### src/sv/sdf_div.sv
module sdf_div #(
	parameter int NumW     = 42,
	parameter int QuotW    = 22,
	parameter int DenW     = 21,
	parameter int PayloadW = 8
) (
	input  logic                clk,
	input  logic                arst_n,
	input  logic                en,
	input  logic                in_valid,
	input  logic [NumW-1:0]     num,
	input  logic [DenW-1:0]     den,
	input  logic [PayloadW-1:0] in_payload,
	output logic                out_valid,
	output logic [QuotW-1:0]    quot,
	output logic [PayloadW-1:0] out_payload
);

	logic                valid_s [QuotW];
	logic [NumW-1:0]     num_s   [QuotW];
	logic [DenW-1:0]     den_s   [QuotW];
	logic [DenW-1:0]     rem_s   [QuotW];
	logic [QuotW-1:0]    quot_s  [QuotW];
	logic [PayloadW-1:0] pl_s    [QuotW];

	// Restoring division, one quotient bit per stage. The quotient is known to
	// fit QuotW bits, so the bits above start as the partial remainder.
	for (genvar i = 0; i < QuotW; i++) begin : g_stage
		logic                v_in;
		logic [NumW-1:0]     num_in;
		logic [DenW-1:0]     den_in;
		logic [DenW-1:0]     rem_in;
		logic [QuotW-1:0]    quot_in;
		logic [PayloadW-1:0] pl_in;
		logic [DenW:0]       t;

		if (i == 0) begin : g_first
			assign v_in    = in_valid;
			assign num_in  = num;
			assign den_in  = den;
			assign rem_in  = DenW'(num >> QuotW);
			assign quot_in = '0;
			assign pl_in   = in_payload;
		end else begin : g_next
			assign v_in    = valid_s[i-1];
			assign num_in  = num_s[i-1];
			assign den_in  = den_s[i-1];
			assign rem_in  = rem_s[i-1];
			assign quot_in = quot_s[i-1];
			assign pl_in   = pl_s[i-1];
		end

		assign t = {rem_in, num_in[QuotW-1-i]};

		always_ff @(posedge clk or negedge arst_n) begin
			if (!arst_n) begin
				valid_s[i] <= 1'b0;
			end else if (en) begin
				valid_s[i] <= v_in;
			end
		end

		always_ff @(posedge clk) begin
			if (en) begin
				num_s[i] <= num_in;
				den_s[i] <= den_in;
				pl_s[i]  <= pl_in;
				if (t >= {1'b0, den_in}) begin
					rem_s[i]  <= DenW'(t - {1'b0, den_in});
					quot_s[i] <= {quot_in[QuotW-2:0], 1'b1};
				end else begin
					rem_s[i]  <= DenW'(t);
					quot_s[i] <= {quot_in[QuotW-2:0], 1'b0};
				end
			end
		end
	end

	assign out_valid   = valid_s[QuotW-1];
	assign quot        = quot_s[QuotW-1];
	assign out_payload = pl_s[QuotW-1];

endmodule

### config.mk
export PLATFORM = sky130hd
export DESIGN_NAME = sdf_div
export DESIGN_NICKNAME = d
export VERILOG_FILES = /design/src/sv/sdf_div.sv
export SDC_FILE = /design/constraint.sdc
export NUM_CORES = 2
export LEC_CHECK = 0
export ABC_CLOCK_PERIOD_IN_PS = 6800
export BUFFER_PORTS_ARGS = -buffer_cell sky130_fd_sc_hd__buf_2
export CAP_MARGIN = 20
export CORE_UTILIZATION = 25
export CTS_BUF_LIST = sky130_fd_sc_hd__clkbuf_8
export CTS_CLUSTER_SIZE = 28
export DETAILED_ROUTE_END_ITERATION = 10
export GPL_TIMING_DRIVEN = 0
export PLACE_DENSITY = 0.51
export SYNTH_ARGS = -nofsm -noshare
export SYNTH_HDL_FRONTEND = slang
export SYNTH_SLANG_ARGS = --single-unit
### constraint.sdc
create_clock -name clk -period 6.8 [get_ports clk]
set_input_delay 0.68 -clock clk [delete_from_list [all_inputs] [get_ports clk]]
set_output_delay 0.68 -clock clk [all_outputs]
set_load 0.02 [all_outputs]
==> impl_results.md <==
* Nets at 6,898
* Critical Path RT at 7.39 ns
* Post-detail-place hpwl at 132,000 um
* Crit-path max FO at 104
* Syn Inst Count at 5,864
* Die Y at 554 um
* Yosys cell types at 94
* FFs w/ async S/R, synth at 0.0141
* RSZ-0062 raised after global routing: no
* Vias at 46,823
* Final period util at 0.690
* Clock buffer depth at 4
* Power density over the cells at 423 mW/mm^2
* Root buffer cell: clkbuf_8
* Share of cells above drive strength 1 at 0.127
* Clock latency on the worst-skew pair at 0.90 ns
* Final hold slack at 0.141 ns
* Post-synth EDFFs at 1,541
* Arr. time, crit path at 5.29 ns
* Mapped cell area at 0.0761 mm^2
* First-pass GRT wire length at 272,000 um
* Reg2Reg Depth at 11
* Hold Path Class: input port to register
* Clock transition at path regs at 0.07 ns
* Die area at 0.306 mm^2
* Placed Area at 0.0822 mm^2
* Crit end category: register
* Initial antenna violation count at 9
* GRT Residual Overflow at 0
* FP Rows at 202
* Post-synth top area cell: edfxtp_1
* Critical Path Start Type: input port
* Register area share after synthesis at 0.616
* Vias in the first global route at 48,244
* Worst-Margin Slew at 1.24 ns
* Setup violators final at 0
* Hold Path Cell Cnt at 2
* Clock Sinks at 1,564
* IO Pins at 106
* GP Congestion at 0.885
* Outcome: complete, no violations
* Final hold vios at 0
* Via density per instance at 4.45
* TritonCTS clock tree: done
* Syn nets at 6,422
* Fmax at 0.213 GHz
* Syn. warnings at 0
* Overall power at 37,300 uW
* Cells resized by post-CTS repair at 0
* Largest net degree at the start of global routing at 105
* Pins over their slew limit at 0
* Clk_skew at 0.0618 ns
* CTS buffer count at 290
* FF-to-FF Start: den_s[0][0]$_DFFE_PP_
* Synth top area cells: edfxtp_1, ha_1, mux2_2
* Synth top area share at 0.608
* Die W at 554 um
* Drc violations at 0
* Average cell area after synthesis at 13.0 um^2
* GRT Total Usage at 0.112
* First DRT Iteration DRCs at 2,743
* Port buffer count at 105
* Top_reg_cell synth: edfxtp_1
* Pleak at 0.0345 uW
* Setup TNS at 0 ns
* Initial Util at 0.251
* Post-route antenna net violation count at 0
* VDD IR max at 0.000209 V
* Core area at 0.303 mm^2
* H-tree Lvls at 5
* Filler instances at 30,642
* Synthesis-to-layout area growth at 15.8%
* Max-cap violations at 0
* DR pass1 iterations at 6
* Critical setup path kind: input port to register
* Routed Wire Length at 177,000 um
* CP startpoint: en
* Drt wl/cell at 16.8 um
* Slew HR at 0.160
* HP Start: num[29]
* Final Instance Area at 0.0881 mm^2
* Final worst path period need at 4.69 ns
* #FFs+latches synth at 1,564
[cell usage after synthesis (all sizes together), types with 17 or more instances]
cell type	count
o31ai	43
mux2i	21
nor2b	75
nand2b	48
nand3	64
ha	462
nor4	17
o211ai	27
inv	586
nor3	78
buf	28
or3	24
nor2	304
and2	36
a21o	206
mux2	229
xor2	123
nand4	65
dfrtp	22
xnor2	196
a31oi	46
a211oi	34
edfxtp	1541
nand2	325
o21bai	33
or2	24
a21oi	365
a21boi	26
fa	21
o21a	84
clkbuf	96
o21ai	328
o31a	36
and3	42
[final timing paths]
kind                            slack [ns]                           to
worst min register to register        0.36        pl_s[1][63]$_DFFE_PP_
max in group asynchronous             6.15  g_stage[9].v_in$_DFFE_PN0P_
worst min-delay path                  0.14        rem_s[0][8]$_DFFE_PP_
worst max-delay path                  2.11       rem_s[1][79]$_DFFE_PP_
worst max register to register        2.49       rem_s[0][28]$_DFFE_PP_
min in group asynchronous             0.28        out_valid$_DFFE_PN0P_
[critical path: stages]
cell and delay, ns:
buf_8 0.46, buf_16 0.41, buf_16 0.41, clkbuf_2 0.23, buf_12 0.19, clkbuf_2 0.56, nand3_1 0.14, a21oi_1 0.59
clkbuf_1 0.72, mux2_2 0.46
[state kept, by name (all words and copies together), names as in the netlist]
name and flops:
num_s 231, rem_s 441, pl_s 176, g_stage.v_in 21
den_s 441, out_valid 1, quot_s 253
[cells in the final DEF (no fill, tap or decap), types with 65 or more instances in the layout]
cell type	count
o21ai_0	320
buf_2	118
nand4_1	65
xor2_1	123
clkbuf_8	295
a21oi_1	365
clkbuf_1	76
edfxtp_1	1541
nor2_1	303
nor3_1	78
ha_1	462
inv_1	658
o21a_1	84
nand2_1	325
mux2_2	199
a21o_1	204
nor2b_1	73
xnor2_1	196
[layout make-up]
cell class	count	area (um^2)	area share
inverters	586	2210	0.0251
diodes	2	5.00	0.0000568
flip-flops and latches	1564	46800	0.532
clock buffers	295	4060	0.0461
well taps	3978	4980	0.0565
repair buffers	184	1650	0.0188
plain buffers	124	601	0.00682
multi-input cells	3590	26400	0.300
clock inverters	209	1310	0.0149
[cells by family (layout without fill, tap and decap cells)]
logic type,after synthesis,after routing,share of synthesized area
DFF,1564,1564,0.616
AOI/OAI and AO/OA,1376,1376,0.116
and+or+nand+nor,1162,1162,0.0748
buffers and inverters,710,1398,0.0367
adders and majority gates,483,483,0.0815
xor gates and xnor gates,319,319,0.0367
muxes,250,250,0.0380
other,0,2,0
[per-stage QoR]
step | util | setup slack, ns | cells
floorplan | - | 3.62 | 5864
global placement | 0.269 | -14.89 | 9947
detailed placement | 0.271 | 1.05 | 9973
CTS | 0.291 | 2.06 | 10529
global route | 0.291 | 1.92 | 10531
finish | 0.291 | 2.11 | 10532
[metal layers]
layer | track usage | up-vias | wire length, um
met2 | 0.200 | 1070 | 87600
met3 | 0.0190 | 447 | 6990
met1 | 0.130 | 22524 | 74200
met4 | 0.0537 | 4 | 8090
met5 | 0 | - | 26
li1 | - | 22778 | -
[power by group]
part           leakage [uW]  internal, uW  switching, uW
sequential           0.0153         13300           1100
combinational        0.0161          6340           7890
clock               0.00306          4560           4020
[repair_timing]
item	4_1_cts	5_1_grt
buffers inserted	0	0
hold buffers	52	0
hold endpoints to repair	73	0
setup endpoints to repair	0	0
Power figures use the tool's default switching activity.
