--- src/sv/sdf_sqrt.sv ---
module sdf_sqrt #(
	parameter int RootW    = 21,
	parameter int PayloadW = 8
) (
	input  logic                  clk,
	input  logic                  arst_n,
	input  logic                  en,
	input  logic                  in_valid,
	input  logic [2*RootW-1:0]    radicand,
	input  logic [PayloadW-1:0]   in_payload,
	output logic                  out_valid,
	output logic [RootW-1:0]      root,
	output logic [PayloadW-1:0]   out_payload
);

	localparam int RadW = 2 * RootW;
	localparam int RemW = RootW + 2;

	logic                valid_s [RootW];
	logic [RadW-1:0]     rad_s   [RootW];
	logic [RemW-1:0]     rem_s   [RootW];
	logic [RootW-1:0]    root_s  [RootW];
	logic [PayloadW-1:0] pl_s    [RootW];

	// One result bit per stage, two radicand bits brought down each time
	for (genvar i = 0; i < RootW; i++) begin : g_stage
		logic                v_in;
		logic [RadW-1:0]     rad_in;
		logic [RemW-1:0]     rem_in;
		logic [RootW-1:0]    root_in;
		logic [PayloadW-1:0] pl_in;
		logic [RemW:0]       t;
		logic [RemW:0]       trial;

		if (i == 0) begin : g_first
			assign v_in    = in_valid;
			assign rad_in  = radicand;
			assign rem_in  = '0;
			assign root_in = '0;
			assign pl_in   = in_payload;
		end else begin : g_next
			assign v_in    = valid_s[i-1];
			assign rad_in  = rad_s[i-1];
			assign rem_in  = rem_s[i-1];
			assign root_in = root_s[i-1];
			assign pl_in   = pl_s[i-1];
		end

		always_comb begin
			t     = {rem_in[RootW:0], rad_in[RadW-1-2*i -: 2]};
			trial = (RemW+1)'({root_in, 2'b01});
		end

		always_ff @(posedge clk or negedge arst_n) begin
			if (!arst_n) begin
				valid_s[i] <= 1'b0;
			end else if (en) begin
				valid_s[i] <= v_in;
			end
		end

		always_ff @(posedge clk) begin
			if (en) begin
				rad_s[i] <= rad_in;
				pl_s[i]  <= pl_in;
				if (t >= trial) begin
					rem_s[i]  <= RemW'(t - trial);
					root_s[i] <= {root_in[RootW-2:0], 1'b1};
				end else begin
					rem_s[i]  <= RemW'(t);
					root_s[i] <= {root_in[RootW-2:0], 1'b0};
				end
			end
		end
	end

	assign out_valid   = valid_s[RootW-1];
	assign root        = root_s[RootW-1];
	assign out_payload = pl_s[RootW-1];

endmodule

--- config.mk ---
export PLATFORM = sky130hd
export DESIGN_NAME = sdf_sqrt
export DESIGN_NICKNAME = d
export VERILOG_FILES = /design/src/sv/sdf_sqrt.sv
export SDC_FILE = /design/constraint.sdc
export NUM_CORES = 2
export LEC_CHECK = 0
export BUFFER_PORTS_ARGS = -buffer_cell sky130_fd_sc_hd__buf_2
export CORE_MARGIN = 5
export CORE_UTILIZATION = 54
export DETAILED_ROUTE_END_ITERATION = 8
export PLACE_DENSITY_LB_ADDON = 0.12
export SLEW_MARGIN = 20
export SYNTH_ARGS = -nofsm -noshare
export SYNTH_HDL_FRONTEND = slang
export SYNTH_SLANG_ARGS = --single-unit
--- constraint.sdc ---
create_clock -name clk -period 8.15 [get_ports clk]
set_input_delay 1.63 -clock clk [delete_from_list [all_inputs] [get_ports clk]]
set_output_delay 1.63 -clock clk [all_outputs]
set_load 0.005 [all_outputs]
==> metrics.md <==
| Metric | Value |
|---|---|
| Status | complete, no violations |
| Crit Path Max Fanout | 131 |
| Hold slack final | 0.407 ns |
| Vias in the first global route | roughly 30000 |
| CTS tree | built |
| Dpl ws | about 3.2 ns |
| Initial Util | a little over half |
| Final nets | roughly 4500 |
| Largest net degree at the start of global routing | between 150 and 200 |
| Worst-Margin Slew | between 1 and 1.5 ns |
| Hold_buf cts | 0 |
| Max_cap viols | 0 |
| Initial drt markers | approximately 2300 |
| Crit path required time | around 8.6 ns |
| CP Depth | 6 |
| Max VDD drop | roughly 0.19 mV |
| Gr usage total | between 10% and 20% |
| TritonRoute pass-1 iters | 6 |
| GP Congestion | 0.883 |
| RSZ-0062 raised after global routing | false |
| Routed Wire Length | slightly above 90 mm |
| Post-route setup TNS | 0 ns |
| Min Tclk post-route | 4.22 ns |
| Clk_lat worst skew | about 0.72 ns |
| Fillers | slightly below 8000 |
| Critical path's slowest cell | or4b_2 |
| Placed Cells | roughly 5400 |
| Max incr delay on CP | 0.67 ns |
| Post-Synthesis Cell Area | 55200 sq um |
| Mean Syn Cell Area | 13.8 sq um |
| Final setup viols | 0 |
| Final clock skew | ~0.033 ns |
| Mapped Cells | ~4000 |
| Detail Route Antenna Nets | 0 |
| Vias post-DR | a little over 30000 |
| Mux cell area share after synthesis | under 10% |
| Area grow syn2layout | 11.5% |
| WP data arrival | around 4.7 ns |
| Worst path cell trace | buf_12 > buf_4 > or4b_2 > or4_4 > nor2_8 > mux2_2 |
| Syn Nets | 4311 |
| DRC violations left | 0 |
| Leak | between 0.02 and 0.025 uW |
| Post-cts resize count | 0 |
| XOR/XNOR Fraction of Synth Area | 5.09% |
| Post-DR wirelength/cell | between 15 and 20 microns |
| Reg2Reg Depth | 10 |
| Synth area leaders | edfxtp_1 (67%), ha_1 (5.8%), xnor2_1 (2.7%), xor2_1 (2.3%), inv_1 (2.1%) |
| Clk buf depth | 3 |
| WHS Path Cells | 0 |
| Post-Layout Cell Count | around 5600 |
| Number of synthesized flops with an enable pin | ~1200 |
| Adder-cell share of the synthesized area | about 5.8% |
| Inserted Clock Buffers | about 130 |
| FF+latch count, synth | between 1000 and 1500 |
| Post-synthesis compound-gate area fraction | about 8.6% |
| Family with the most delay on the worst path | simple AND/OR/NAND/NOR gates |
| Most frequent cell after synthesis | edfxtp_1 |
| First-pass GRT wire length | 152 mm |
| Fmax | about 0.24 GHz |
| H-tree levels | 4 |
| Vias/cell | about 5.4 |
| Unique masters post-synth | 84 |
| WP buf/inv | 2 |
| Final Max Slew Viols | 0 |
| Final period utilization | roughly half |
| Hpwl dp | 64.0 mm |
| Remaining global-route overflow | 0 |
| Die Span X | ~330 microns |
| Layout cell share with drive strength beyond 1 | a little under a tenth |
| Ports | between 80 and 90 |
| Sequential area share after synthesis | 67.9% |
| Startpoint types | input pin |
| Clock slew at reported path FFs | 0.06 ns |
| FFs w/ async S/R, synth | approximately 1.7% |
| Core Region | 102000 sq um |
| # diodes | 0 |
| Rel. slew slack | roughly 29% |
| Simple-Gate Fraction of Synth Area | 8.76% |
| CP Capture Type | flop |
| Post-synth top area share | about 67% |
| Area leader, netlist | edfxtp_1 |
| Leading cell types by count after synthesis | edfxtp_1 (1230), inv_1 (308), ha_1 (254) |
| Largest family of logic cells by synthesized area | simple AND/OR/NAND/NOR gates |
| Die height | 330 microns |
| Clk sinks | approximately 1300 |
| Row Count | approximately 120 |
| Root buf cell | clkbuf_16 |
| PnR worst setup slack | between 3 and 4 ns |
| Die area | 109000 sq um |
| Post-CTS Repair Setup Buffers | 0 |
| Worst Setup Path Type | input pin to flop |
| Synthesis warning total | 0 |
| Port bufs | between 80 and 90 |
| HP Class | flop to flop |
| PD cells | 272 nW/um^2 |
| Initial antenna violation count | 2 |
| Top_reg_cell synth | edfxtp_1 |
| Endpoints failing hold | 0 |
[per-stage QoR]
step           cell area, sq um  utilization, %  power [uW]
5_1_grt                   61600            60.5       17700
3_3_place_gp              57200            56.2       11000
2_1_floorplan             55200               -       10300
3_5_place_dp              57200            56.2       11000
4_1_cts                   61600            60.5       17000
6_report                  61600            60.5       16800
[metal layers]
layer	part of all wire (%)	track usage, %
met3	4.2	3.35
met2	48	28.1
met5	0	0
met4	2.3	5.28
met1	46	24.0
[cells in the final DEF (no fill, tap or decap), types with 33 or more instances in the layout]
| cell | n |
|---|---|
| nor3_1 | 87 |
| nand4_1 | 33 |
| nor2b_1 | 33 |
| mux2_2 | 57 |
| ha_1 | 254 |
| a21oi_1 | 219 |
| nand2_1 | 246 |
| nand3_1 | 67 |
| a21o_1 | 67 |
| buf_2 | 82 |
| o21a_1 | 59 |
| nor2_1 | 216 |
| clkbuf_16 | 136 |
| xnor2_1 | 173 |
| edfxtp_1 | 1230 |
| o21ai_0 | 218 |
| xor2_1 | 148 |
| inv_1 | 308 |
| nand2b_1 | 44 |
| or3_1 | 33 |
| nor4_1 | 48 |
[worst reg2reg max path, stage by stage, from the launching register on]
cell       delay [ns]
edfxtp_1         0.40
ha_1             0.38
a211oi_1         0.25
nor2_1           0.07
nor3_1           0.55
o21ai_0          0.31
a2111oi_0        0.80
and2_1           0.23
buf_4            0.32
nand3b_1         0.18
xnor2_1          0.07
[area by class of cell]
class / instances / area (sq um) / area share, %
flip-flops and latches: 1252 / 37500 / 60.9
multi-input cells: 2355 / 16200 / 26.4
clock buffers: 165 / 3520 / 5.72
inverters: 308 / 1160 / 1.88
clock inverters: 79 / 838 / 1.36
repair buffers: 103 / 631 / 1.02
well taps: 1368 / 1710 / 2.78
[kinds of logic after synthesis]
group,count (synthesis)
buf+inv,396
simple gates,958
flops,1252
fa+ha+maj,254
xor+xnor,321
mux,60
compound gates,762
[report_power, final]
group / switching, uW / internal, uW
logic: 1370 / 1090
registers: 417 / 7990
clock network: 2460 / 3460
[worst paths after layout]
path	from	to	slack (ns)
setup / recovery	en	rem_s[1][53]	3.93
min in group asynchronous	arst_n	g_stage[2].v_in	0.85
max in group asynchronous	arst_n	g_stage[13].v_in	6.99
hold / removal	rad_s[0][52]	rad_s[1][10]	0.41
hold reg to reg	rad_s[0][52]	rad_s[1][10]	0.41
setup reg to reg	rem_s[4][3]	rem_s[4][44]	4.35
[state kept, by name, indices dropped and copies added, names as in the netlist]
signal	count
rem_s	412
g_stage.v_in	20
pl_s	168
root_s	231
out_valid	1
rad_s	420
Power figures use the tool's default switching activity.
